`config.mk`:
```
export PLATFORM = sky130hd
export DESIGN_NAME = banked_register_file_unit
export DESIGN_NICKNAME = d
export VERILOG_FILES = /design/src/hw/rtl/brf_pkg.sv /design/src/hw/rtl/brf_decode.sv /design/src/hw/rtl/brf_store.sv /design/src/hw/rtl/banked_register_file_unit.sv
export SDC_FILE = /design/constraint.sdc
export NUM_CORES = 1
export LEC_CHECK = 0
export BUFFER_PORTS_ARGS = -buffer_cell sky130_fd_sc_hd__buf_2
export CAP_MARGIN = 20
export CORE_MARGIN = 2
export CORE_UTILIZATION = 40
export CTS_CLUSTER_DIAMETER = 50
export DETAILED_ROUTE_END_ITERATION = 8
export PLACE_DENSITY_LB_ADDON = 0.25
export SYNTH_ARGS = -nofsm -noshare
export SYNTH_HDL_FRONTEND = slang
export SYNTH_HIERARCHICAL = 1
export SYNTH_SLANG_ARGS = --single-unit
```
`constraint.sdc`:
```
create_clock -name clk -period 4.9 [get_ports clk]
set_input_delay 0.735 -clock clk [delete_from_list [all_inputs] [get_ports clk]]
set_output_delay 0.735 -clock clk [all_outputs]
set_load 0.05 [all_outputs]
```
`src/hw/rtl/brf_pkg.sv`:
```
package brf_pkg;

  localparam int unsigned DataW = 32;
  localparam int unsigned RegW  = 4;
  localparam int unsigned ModeW = 3;

  // Physical store: shared r0-r15, fast-interrupt r8-r14, stack/link pairs
  // for svc, abort, irq and undefined, then one saved status word per
  // exception mode.
  localparam int unsigned SharedBase = 0;
  localparam int unsigned FiqBase    = 16;
  localparam int unsigned SlBase     = 23;
  localparam int unsigned SpsrBase   = 31;
  localparam int unsigned MemDepth   = 36;
  localparam int unsigned AddrW      = $clog2(MemDepth);

  localparam logic [DataW-1:0] StackReset = 32'h0300_7F00;
  localparam logic [DataW-1:0] PcReset    = 32'h0800_0000;

  localparam logic [RegW-1:0] RegStack = 4'd13;
  localparam logic [RegW-1:0] RegLink  = 4'd14;
  localparam logic [RegW-1:0] RegPc    = 4'd15;

  typedef enum logic [1:0] {
    OP_READ_REG    = 2'd0,
    OP_WRITE_REG   = 2'd1,
    OP_READ_SPSR   = 2'd2,
    OP_WRITE_SPSR  = 2'd3
  } brf_op_t;

  typedef enum logic [ModeW-1:0] {
    MODE_SYS = 3'd0,
    MODE_FIQ = 3'd1,
    MODE_SVC = 3'd2,
    MODE_ABT = 3'd3,
    MODE_IRQ = 3'd4,
    MODE_UND = 3'd5
  } brf_mode_t;

  typedef enum logic [1:0] {
    KIND_ZERO   = 2'd0,
    KIND_MEM    = 2'd1,
    KIND_STATUS = 2'd2
  } brf_kind_t;

  typedef struct packed {
    logic             wr;
    logic             rd;
    logic [AddrW-1:0] addr;
    logic             sys_status;
    brf_kind_t        kind;
  } brf_req_t;

  function automatic logic [DataW-1:0] reset_value(input logic [AddrW-1:0] addr);
    logic [DataW-1:0] v;
    v = '0;
    if (addr == AddrW'(SharedBase + 13) || addr == AddrW'(FiqBase + 5) ||
        addr == AddrW'(SlBase) || addr == AddrW'(SlBase + 2) ||
        addr == AddrW'(SlBase + 4) || addr == AddrW'(SlBase + 6)) begin
      v = StackReset;
    end else if (addr == AddrW'(SharedBase + 15)) begin
      v = PcReset;
    end
    return v;
  endfunction

endpackage

```
`src/hw/rtl/brf_decode.sv`:
```
module brf_decode (
  input  logic [1:0]                 opcode,
  input  logic [brf_pkg::RegW-1:0]   reg_index,
  input  logic [brf_pkg::ModeW-1:0]  mode_code,
  output brf_pkg::brf_req_t          req
);

  logic [brf_pkg::ModeW-1:0] mode;
  logic [brf_pkg::ModeW-1:0] mode_less1;
  logic [brf_pkg::ModeW-1:0] mode_less2;
  logic                      is_sys;
  logic                      banked_fiq;
  logic                      banked_sl;
  logic [brf_pkg::AddrW-1:0] reg_addr;

  always_comb begin
    // Unused mode codes behave as system mode.
    mode = (mode_code > brf_pkg::MODE_UND) ? brf_pkg::MODE_SYS : mode_code;
    is_sys = (mode == brf_pkg::MODE_SYS);
    mode_less1 = mode - 3'd1;
    mode_less2 = mode - 3'd2;
    banked_fiq = (reg_index >= 4'd8) && (reg_index <= brf_pkg::RegLink) &&
                 (mode == brf_pkg::MODE_FIQ);
    banked_sl  = ((reg_index == brf_pkg::RegStack) || (reg_index == brf_pkg::RegLink)) &&
                 (mode >= brf_pkg::MODE_SVC);

    if (banked_fiq) begin
      reg_addr = brf_pkg::AddrW'(brf_pkg::FiqBase) +
                 brf_pkg::AddrW'(reg_index[2:0]);
    end else if (banked_sl) begin
      // Stack (r13, odd) lands on the even slot of each pair.
      reg_addr = brf_pkg::AddrW'(brf_pkg::SlBase) +
                 brf_pkg::AddrW'({mode_less2[1:0], ~reg_index[0]});
    end else begin
      reg_addr = brf_pkg::AddrW'(reg_index);
    end

    req = '0;
    case (opcode)
      brf_pkg::OP_READ_REG: begin
        req.rd   = 1'b1;
        req.addr = reg_addr;
        req.kind = brf_pkg::KIND_MEM;
      end
      brf_pkg::OP_WRITE_REG: begin
        req.wr   = 1'b1;
        req.addr = reg_addr;
        req.kind = brf_pkg::KIND_ZERO;
      end
      brf_pkg::OP_READ_SPSR: begin
        req.rd         = !is_sys;
        req.addr       = brf_pkg::AddrW'(brf_pkg::SpsrBase) + brf_pkg::AddrW'(mode_less1);
        req.sys_status = is_sys;
        req.kind       = is_sys ? brf_pkg::KIND_STATUS : brf_pkg::KIND_MEM;
      end
      default: begin
        req.wr         = !is_sys;
        req.addr       = brf_pkg::AddrW'(brf_pkg::SpsrBase) + brf_pkg::AddrW'(mode_less1);
        req.sys_status = is_sys;
        req.kind       = brf_pkg::KIND_ZERO;
      end
    endcase
  end

endmodule

```
`src/hw/rtl/brf_store.sv`:
```
module brf_store (
  input  logic                       clk,
  input  logic                       rst,
  input  logic                       wr,
  input  logic                       rd,
  input  logic [brf_pkg::AddrW-1:0]  addr,
  input  logic [brf_pkg::DataW-1:0]  wdata,
  output logic [brf_pkg::DataW-1:0]  rdata
);

  logic [brf_pkg::DataW-1:0]    mem [brf_pkg::MemDepth];
  logic [brf_pkg::MemDepth-1:0] written;
  logic [brf_pkg::DataW-1:0]    rd_word;
  logic                         rd_written;
  logic [brf_pkg::AddrW-1:0]    rd_addr;

  always_ff @(posedge clk) begin
    if (wr) begin
      mem[addr] <= wdata;
    end
    if (rd) begin
      rd_word    <= mem[addr];
      rd_written <= written[addr];
      rd_addr    <= addr;
    end
  end

  // An entry that was never written since reset reads as its reset value.
  always_ff @(posedge clk) begin
    if (rst) begin
      written <= '0;
    end else if (wr) begin
      written[addr] <= 1'b1;
    end
  end

  assign rdata = rd_written ? rd_word : brf_pkg::reset_value(rd_addr);

endmodule

```
`src/hw/rtl/banked_register_file_unit.sv`:
```
// Channel  Handshake             Payload
// in       in_valid / in_ready   opcode, reg_index, mode_code, write_value, status_word
// out      out_valid / out_ready read_data, system_mode_status_access
//
// An item is decoded and its memory access issued in the cycle it transfers;
// the result is held in the pending stage until the output register is free,
// so one item can transfer per cycle while the output is not stalled.
// Writes land at the transfer edge, so a following read always sees them.
// Reset is synchronous; every entry reads as its reset value until written.
// A stalled output holds one pending item, after which in_ready drops.
module banked_register_file_unit (
  input  logic                       clk,
  input  logic                       rst,
  input  logic                       in_valid,
  output logic                       in_ready,
  input  logic [1:0]                 opcode,
  input  logic [brf_pkg::RegW-1:0]   reg_index,
  input  logic [brf_pkg::ModeW-1:0]  mode_code,
  input  logic [brf_pkg::DataW-1:0]  write_value,
  input  logic [brf_pkg::DataW-1:0]  status_word,
  output logic                       out_valid,
  input  logic                       out_ready,
  output logic [brf_pkg::DataW-1:0]  read_data,
  output logic                       system_mode_status_access
);

  brf_pkg::brf_req_t         req;
  logic                      accept;
  logic                      pend_valid;
  logic                      pend_move;
  brf_pkg::brf_kind_t        pend_kind;
  logic                      pend_flag;
  logic [brf_pkg::DataW-1:0] pend_status;
  logic [brf_pkg::DataW-1:0] mem_rdata;
  logic [brf_pkg::DataW-1:0] result;

  brf_decode u_decode (
    .opcode    (opcode),
    .reg_index (reg_index),
    .mode_code (mode_code),
    .req       (req)
  );

  brf_store u_store (
    .clk   (clk),
    .rst   (rst),
    .wr    (accept && req.wr),
    .rd    (accept && req.rd),
    .addr  (req.addr),
    .wdata (write_value),
    .rdata (mem_rdata)
  );

  assign pend_move = pend_valid && (!out_valid || out_ready);
  // No transfer is taken while reset is held.
  assign in_ready  = !rst && (!pend_valid || pend_move);
  assign accept    = in_valid && in_ready;

  always_ff @(posedge clk) begin
    if (rst) begin
      pend_valid <= 1'b0;
      out_valid  <= 1'b0;
    end else begin
      if (accept) begin
        pend_valid <= 1'b1;
      end else if (pend_move) begin
        pend_valid <= 1'b0;
      end
      if (pend_move) begin
        out_valid <= 1'b1;
      end else if (out_ready) begin
        out_valid <= 1'b0;
      end
    end
  end

  always_ff @(posedge clk) begin
    if (accept) begin
      pend_kind   <= req.kind;
      pend_flag   <= req.sys_status;
      pend_status <= status_word;
    end
    if (pend_move) begin
      read_data                 <= result;
      system_mode_status_access <= pend_flag;
    end
  end

  always_comb begin
    case (pend_kind)
      brf_pkg::KIND_MEM:    result = mem_rdata;
      brf_pkg::KIND_STATUS: result = pend_status;
      default:              result = '0;
    endcase
  end

endmodule

```
==> results.md, run 1 <==
- The post-cts hold buffer count is 0.
- The worst setup path is of the input port to flop kind.
- Of the available clock period, the critical path in the final layout requires 0.8527.
- Max-cap violations in this run came to 0.
- The kind of cell with the highest combined delay on the critical path is compound AO/OA/AOI/OAI gates.
- The first global-routing pass estimated around 220000 um of wire.
- The height of the die is between 300 and 400 um.
- Measured against its own limit, the worst slew margin works out to 0.2442.
- By count the netlist is led by 1259 x edfxtp_1, 191 x nor2_1, 135 x nand2_1.
- For hold timing, the worst endpoint is pend_status[5].
- The number of buffer cells added on primary ports is roughly 110.
- In the routed design, unresolved DRC markers number 0.
- The H-tree depth is 4.
- The max-slew violation count is 0.
- Setup repair after global routing left no endpoint under its margin.
- The count of clock tree sinks is roughly 1300.
- The most frequent cell on the critical path is buf_4.
- In the final layout, the multi-input gates occupy about 0.011 mm^2.
- between 100 and 150 I/O pins were placed.
- The critical path goes through buf_2, a21boi_0, inv_1, ha_1, nor2_1, o21ai_0, mux2i_1, o41a_2, inv_2, buf_4, nor2_1, buf_4, a221o_1, o31ai_1, buf_4, nand4_1, buf_4.
- Routability-driven placement finished with a final weighted congestion of 0.8422.
- The via count of the first global-routing pass is 29022.
- The peak supply drop is around 0.00032 V.
- In the synthesized netlist the dominant register cell turns out to be edfxtp_1.
- Yosys attributes the largest share of cell area to edfxtp_1 75%, mux4_2 5.0%, mux2_2 2.3%.
- The width of the chip is approximately 360 um.
- The flip-flop and latch area is between 0.03 and 0.04 mm^2.
- Before antenna repair, the detailed router went through 6 iterations.
- The nature of the critical path endpoint is a flop.
- For this run, the total global-route usage over all layers was measured as 0.2482.
- The initial utilization of the core area, before any placement, comes to 0.4040.
- The end of the worst register-to-register path is u_store/mem[18][21].
- Counting every net in the synthesized netlist gives about 2900.
- The number of enable flip-flop cells after synthesis is about 1300.
- The cell type of the slowest stage on the worst timing path is o41a_2.
- The per-cell routed wire length is roughly 33 um.
- After technology mapping, the gate count stands at 2777.
- The number of vias after detailed routing is approximately 30000.
- The count of nets left with antenna violations after detail routing is 0.
- The flip-flop and latch count after synthesis is around 1300.
- Summed over all nets, the half-perimeter wirelength after detailed placement is just over 90000 um.
- Row generation in the floorplan step produced roughly 130 rows.
- The fraction of post-synthesis cell area in the top cell type by area is 0.7539.
- The final-report setup violation count is 0.
- The remaining global-route overflow is 0.
- The worst-case clock buffer depth is 3.
- After clock tree synthesis, the repair step resized 0 gates.
- The largest net degree at the start of global routing is a little under 60.
- The final layout contains routed wiring with a total length of around 160000 um.
- The number of warnings printed during yosys synthesis is 6.
- The worst clock skew is slightly below 0.03 ns.
- For flop-to-flop paths, the worst setup slack is a little under 2 ns.
- The launch instance of the worst min-delay path is status_word[5].
- The clock buffer count from CTS is 145.
- Along the worst hold path, the cell count comes to 1.
- Along the worst path, the maximum fanout reaches 18.
- The data arrival time of the worst path is roughly 4.7 ns.
- Subtracting the final worst setup slack from the clock period gives around 4.2 ns.
- The final non-filler cell total is around 4800.
- The startpoint of the most critical register-to-register path is out_valid.
- The distinct cell type count of the synthesized netlist is between 70 and 80.
- The slew of the pin with the lowest slew margin is approximately 1.1 ns.
- Counting the fill cells in the layout gives roughly 10000.
- The clock latency on the worst-skew pair is between 0.7 and 0.8 ns.
- For this run, the register share of the synthesized area comes to 0.7690.
- The final number of hold-violating endpoints came to 0.
- The initial antenna violation count is 12.
- The min-delay analysis places its worst path in the category input port to flop.
- The detailed router's first-iteration violation count is 4457.
- At the end of the flow the core is filled with cells to 0.4775.
- The maximum clock frequency is around 240 MHz.
- In this design, the stage delay of the slowest critical-path cell is between 0.6 and 0.7 ns.
- The post-CTS repair timing setup buffer count is 0.
- The most common cell in the netlist is edfxtp_1.
- Of all cell types, the one taking the most synthesized area is edfxtp_1.
- After routing, the total negative slack on setup checks comes to 0 ns.
- STA puts the critical path data required time at approximately 5.4 ns.
- For this design the static power due to leakage is 19.33 nW.
- The run finished with clean final reports.
- The clock tree from TritonCTS is yes.
- The final-stage net count is roughly 3200.
- The area of the core is between 0.1 and 0.15 mm^2.
- The mean instance size in the synthesized netlist is 18.06 um^2.
- The cell area power density is approximately 420 mW/mm^2.
- The number of buffers and inverters on the critical path is 7.
- The length in cells of the worst reg-to-reg path is 5.
- The worst setup path is launched from an input port.
- The post-synthesis instance area is between 0.05 and 0.06 mm^2.
- The full die area is around 0.13 mm^2.
- In the final layout, the share of cells above drive strength 1 is 0.2603.
- The relative area change from synthesis to final layout is 18.19%.
- The via-per-instance ratio is 6.177.
- Clock-pin slew was measured on the worst setup and hold paths at around 0.060 ns.
- Counting tap cells, the placed design contains a total of between 4000 and 5000 instances.
- The cell chosen for the clock root is clkbuf_16.
- The share of flip-flops with an asynchronous set or reset is 0.
## cells in the final DEF (no fill, tap or decap), types with 27 or more instances in the layout
cell type | netlist | layout
edfxtp_1 | 1259 | 1259
nor2_1 | 191 | 153
buf_4 | 30 | 153
clkbuf_16 | 0 | 151
nand2_1 | 135 | 135
a221oi_1 | 124 | 124
a22oi_1 | 114 | 114
buf_2 | 68 | 111
mux4_2 | 111 | 111
mux2_2 | 103 | 102
mux2i_1 | 71 | 71
buf_12 | 0 | 62
a21oi_1 | 53 | 53
o21ai_0 | 51 | 51
nor2_4 | 0 | 39
dfxtp_1 | 38 | 38
o22ai_1 | 33 | 33
and2_1 | 33 | 31
clkbuf_1 | 57 | 31
a22o_1 | 27 | 27
## flip-flops by register name (all words and copies together), names as in the netlist
| register | cells |
|---|---|
| u_store/rd_addr | 6 |
| u_store/rd_written | 1 |
| pend_flag | 1 |
| u_store/mem | 1152 |
| pend_kind | 2 |
| system_mode_status_access | 1 |
| u_store/rd_word | 32 |
| pend_status | 32 |
| out_valid | 1 |
| read_data | 32 |
| u_store/written | 36 |
| pend_valid | 1 |
## logic make-up after synthesis
family,after synthesis,share of synthesized area
AND/OR/NAND/NOR,463,0.04174
adder cells (fa/ha/maj),7,0.001746
XOR/XNOR,2,0.0003494
buffers and inverters,196,0.02101
flip-flops,1297,0.7690
multiplexers,286,0.08745
AO/OA/AOI/OAI,526,0.07867
## stage by stage
| stage | power (mW) | hold slack (ns) | setup WS (ns) | area, um^2 |
|---|---|---|---|---|
| global route | 25.76 | 0.1274 | 0.6701 | 59270 |
| global placement | 14.60 | 0.4138 | 0.1125 | 54510 |
| CTS | 25.19 | 0.1145 | 0.8087 | 59230 |
| floorplan | 13.68 | 0.4003 | 0.07198 | 50150 |
| detailed placement | 14.63 | 0.4288 | 0.09888 | 54510 |
| finish | 25.12 | 0.1547 | 0.7218 | 59270 |
## per-layer routing
layer,GRT usage,wire length [um],vias up,share of wire
li1,-,-,11933,-
met1,0.3399,62500,15717,0.39
met4,0.08427,5381,10,0.034
met3,0.05349,17080,333,0.11
met2,0.3947,74780,1843,0.47
met5,0,36,-,0.00023
## how the worst max path moves through the flow
| stage | from | end | slack [ns] | depth (start not counted) |
|---|---|---|---|---|
| global placement | mode_code[2] | u_store/rd_word[7] | 0.11 | 16 |
| floorplan | mode_code[2] | u_store/mem[5][0] | 0.07 | 13 |
| global route | mode_code[2] | u_store/rd_word[7] | 0.67 | 17 |
| finish | mode_code[2] | u_store/rd_word[7] | 0.72 | 17 |
| detailed placement | mode_code[2] | u_store/rd_word[7] | 0.1 | 17 |
| CTS | mode_code[2] | u_store/rd_word[7] | 0.81 | 17 |
## report_power, final
part | internal (mW) | switching [mW]
clock network | 6.22 | 4.45
logic | 0.768 | 1.40
registers | 12.2 | 0.0349
## layout make-up
class                   instances  share of cell area
well taps                    1637             0.03456
inverters                      14           0.0008866
repair buffers                328             0.05037
clock buffers                 183             0.06576
clock inverters                86             0.01376
multi-input cells            1284              0.1839
diodes                          1          0.00004222
flip-flops and latches       1297              0.6507
(Power assumes the default switching activity.)
==> run 2, diff against run 1 <==
--- a/config.mk
+++ b/config.mk
@@ -9,10 +9,10 @@
 export CAP_MARGIN = 20
 export CORE_MARGIN = 2
 export CORE_UTILIZATION = 40
+export CTS_BUF_LIST = sky130_fd_sc_hd__clkbuf_4
 export CTS_CLUSTER_DIAMETER = 50
 export DETAILED_ROUTE_END_ITERATION = 8
 export PLACE_DENSITY_LB_ADDON = 0.25
 export SYNTH_ARGS = -nofsm -noshare
 export SYNTH_HDL_FRONTEND = slang
-export SYNTH_HIERARCHICAL = 1
 export SYNTH_SLANG_ARGS = --single-unit
==> run 2 against run 1 <==
Routed wire length rose by 2.6%. Critical path depth is 1 lower. Die area down 2.0%. Synthesized area down 2.0%. Count of clock-buffer cells in the layout is 307 higher. Register-to-register slack worse by 0.46 ns. Via count up 4.5%. Sequential cell count did not move. Maximum frequency up 7.9%. Cell count rose by 7.5%. Critical endpoint is now u_store.rd_word[26]. Highest routed layer unchanged.
==> results.md, run 2 <==
- Compared with the post-synthesis result, the final layout area differs by 17.10%.
- The max-slew violation count is 0 (unchanged).
- After synthesis, the most frequently instantiated cells are 1259 x edfxtp_1, 239 x nand2_1, 160 x a21oi_1.
- The fraction of post-synthesis cell area in the top cell type by area was 0.7694 (+0.01549).
- The synthesized net count is 2923 (+2.2%).
- The total half-perimeter wirelength after legalization and detailed placement was 94940 um (+2.7%).
- The initial core utilization was 0.4032 (-0.0008476).
- The flip-flop count of the largest register after layout is 1152 (unchanged).
- The placer congestion estimate came to 0.8866 (+5.3%).
- The global-route layer with the greatest usage is met2.
- Ranked by total cell area, the synthesized netlist is headed by edfxtp_1 77%, mux2i_1 2.6%, mux4_2 2.3%.
- The number of warnings printed during yosys synthesis is 0 (-6).
- The total internal power came to 17.71 mW (-7.9%).
- The worst clock skew is 0.1047 ns (+0.07501 ns).
- The quantity of gates resized following cts was 0 (unchanged).
- The largest registers in the layout are u_store.mem (1152), u_store.written (36).
- The clock network fraction of design power is 0.386 (-0.039).
- The library cell used most frequently in the layout, excluding fill and tap cells, is edfxtp_1.
- The clock latency on the worst-skew pair is 1.20 ns (+0.44 ns).
- Setup repair after global routing left no endpoint under its margin.
- The worst hold-check slack was 0.1094 ns (-0.04531 ns).
- The clock tree from TritonCTS is yes.
- Of all cell types, the one taking the most synthesized area is edfxtp_1.
- The final number of hold-violating endpoints is 0 (unchanged).
- The via count of the first global-routing pass is 31126 (+7.2%).
- The share of flip-flops with an asynchronous set or reset is 0 (unchanged).
- The detailed router's first-iteration violation count was 4969 (+11%).
- The cell sitting at the root of the clock tree is a clkbuf_4.
- The post-layout minimum cycle time is 3.873 ns (-0.3055 ns).
- The maximum clock frequency is 258.2 MHz (+7.9%).
- The part of the total power dissipated in sequential elements came to 0.525 (+0.036).
- The global-route track usage on met1 was 0.3403 (+0.0004075).
- The height of the die is 354.5 um (-1.0%).
- The met2 layer usage reported by global route is 0.4038 (+0.009040).
- The number of filler instances in the final layout is 10330 (+1.5%).
- Walking the worst path, the cells encountered are buf_2, nand2_1, nand2_1, inv_1, ha_1, and2_1, nand2_1, a311o_2, o211a_4, clkinv_8, buf_4, mux2_2, a22oi_1, nor2_1, o311ai_0, nand4_1.
- The portion of the post-synthesis area used by sequential elements is 0.7848 (+0.01580).
- The post-cts hold buffer count is 47 (+47).
- The flip-flop and latch count after synthesis was 1297 (unchanged).
- The largest incremental delay on the critical path came to 0.58 ns (-0.11 ns).
- The library cells used most frequently in the layout, excluding fill and tap cells, are 1259 x edfxtp_1, 490 x clkbuf_4, 236 x nand2_1.
- The max-capacitance violation count is 0 (unchanged).
- u_store.mem holds more flip-flops than any other register.
- The remaining global-route overflow is 0 (unchanged).
- The full die area was 0.1257 mm^2 (-2.0%).
- The H-tree depth is 5 (+1).
- The type of the worst setup path is input port to flop.
- The mean instance size in the synthesized netlist is 17.32 um^2 (-4.1%).
- The ratio of final minimum period to clock period is 0.7903 (-0.06235).
- The flow ran to the end, and the final reports show no timing, DRC or antenna violations.
- The slew of the pin with the lowest slew margin came to 1.188 ns (+0.05671 ns).
- The per-cell routed wire length came to 31.58 um (-4.5%).
- The width of the chip is 354.5 um (-1.0%).
- The number of buffer cells added on primary ports is 111 (unchanged).
- The worst-case clock buffer depth was 4 (+1).
- The switching power came to 5.734 mW (-2.6%).
- The largest net degree at the start of global routing is 92 (+59%).
- The logic gate share of total power is 0.089 (+0.003).
- Among all flip-flop cells after synthesis, the most frequent one is edfxtp_1.
- The nature of the critical path endpoint is a flop.
- The most frequent cell on the critical path is nand2_1.
- The final-stage net count is 3431 (+8.8%).
- The wire length of the first global-routing pass is 228500 um (+2.5%).
- The number of enable flip-flop cells after synthesis is 1259 (unchanged).
- The clock buffer count from CTS was 337 (+130%).
- The count of nets left with antenna violations after detail routing is 0 (unchanged).
- The total track usage came to 0.2576 (+0.009439).
- The fraction of final layout cells with drive strength greater than 1 was 0.2696 (+0.009303).
- The slowest stage of the critical path belongs to the cell o311ai_0.
- The peak fanout along the critical path is 39 (+21).
- The setup slack at placement is -0.07988 ns (-0.1788 ns).
- The boundary pin count is 112 (unchanged).
- The met3 track utilization from global routing is 0.06596 (+0.01248).
- The final wirelength is 164000 um (+2.6%).
- The flip-flop and latch area was 0.03857 mm^2 (unchanged).
- The most common cell in the netlist is edfxtp_1.
- The cell row count is 128 (-0.78%).
- The combined area of the multi-input logic cells is 0.009986 mm^2 (-8.4%).
- The distinct cell type count of the synthesized netlist is 74 (+4.2%).
- The static leakage was 19.26 nW (-0.37%).
- The peak supply drop is 0.0002207 V (-31%).
- The detailed-route DRC error count came to 0 (unchanged).
- The utilization after layout came to 0.4721 (-0.005398).
- The number of vias after detailed routing was 31174 (+4.5%).
- The cell area power density came to 407.5 mW/mm^2 (-3.9%).
- The final-layout setup total negative slack is 0 ns (unchanged).
- The count of clock tree sinks is 1297 (unchanged).
- The final worst slack was 1.027 ns (+0.3055 ns).
- The synthesized instance count was 2837 (+2.2%).
- The worst setup path is launched from an input port.
- The final-report setup violation count is 0 (unchanged).
- The clock-pin slew of the registers on the worst-case setup and hold paths is 0.07 ns (about the same).
- The post-CTS repair timing setup buffer count came to 0 (unchanged).
- The post-synthesis instance area is 0.04914 mm^2 (-2.0%).
- The initial antenna violation count is 8 (-4).
- The switching power as a share of total power is 0.2446 (+0.01021).
- The data required time at the worst endpoint was 5.72 ns (+0.33 ns).
- The data arrival time of the worst path was 4.69 ns (+0.02 ns).
- The worst slew margin relative to its limit is 0.2063 (-0.03790).
- The via-per-instance ratio is 6.003 (-2.8%).
- The area of the core is 0.1219 mm^2 (-1.8%).
- In this run the worst hold path is classified as input port to flop.
- The total iterations of the first detailed-routing run came to 6 (unchanged).
## run 2: cell count changes in the layout (fill, tap and decap cells not counted), moves of 33 or more
cell | previous run | this run
clkbuf_4 | 0 | 490
nand2_1 | 135 | 236
buf_12 | 62 | 29
mux2i_1 | 71 | 126
a221oi_1 | 124 | 48
clkbuf_16 | 151 | 0
a21oi_1 | 53 | 157
a222oi_1 | 4 | 73
mux2_2 | 102 | 35
dlygate4sd3_1 | 0 | 47
mux4_2 | 111 | 51
## run 2: worst max-delay path: cells and delay by family
kind            cells  cell delay [ns]
compound gates      4             1.41
buf+inv             4             1.00
mux                 1             0.39
simple gates        6             0.82
fa+ha+maj           1             0.26
## run 2: final timing paths
path                            slack, ns           start  depth (start not counted)                         to
worst max-delay path                 1.03    mode_code[2]                         16        u_store.rd_word[26]
worst max register to register       1.51       out_valid                          7        u_store.mem[34][15]
worst min-delay path                 0.11  write_value[6]                          1         u_store.mem[28][6]
worst min register to register       0.45       pend_flag                          0  system_mode_status_access
## run 2: through the flow
stage,cell area [um^2],cells,total power [mW]
global route,57540,5192,24.23
global placement,52960,4583,14.53
CTS,57520,5188,23.55
detailed placement,52960,4583,14.55
floorplan,49170,2837,13.58
finish,57540,5193,23.44
## run 2: metal layers
layer  routed length, um  up-vias
li1                    -    12713
met3               18340      386
met4                6901        8
met5                  58        -
met2               75960     2240
met1               62730    15827
## run 2: area by class of cell
type,instances,share of cell area
multi-input combinational,1350,0.1735
antenna,4,0.0001740
sequential,1297,0.6703
inverter,17,0.001457
tap,1625,0.03534
timing repair buffer,342,0.04827
clock buffer,490,0.06393
clock inverter,68,0.007024
## run 2: kinds of logic (layout without fill, tap and decap cells)
kind of cell / count (synthesis) / in the layout / synth area share
xor+xnor: 3 / 3 / 0.0005348
flops: 1297 / 1297 / 0.7848
other cells: 0 / 4 / 0
simple gates: 469 / 469 / 0.03916
mux: 212 / 212 / 0.05706
fa+ha+maj: 9 / 9 / 0.002292
buf+inv: 190 / 917 / 0.01915
compound gates: 657 / 657 / 0.09696
## run 2: power by group through the flow
stage	sequential, mW	clock [mW]	combinational, mW
finish	12.3	9.05	2.09
global route	12.3	9.76	2.17
CTS	12.3	9.21	2.05
detailed placement	12.5	0	2.02
global placement	12.5	0	2.00
floorplan	12.6	0	1.01
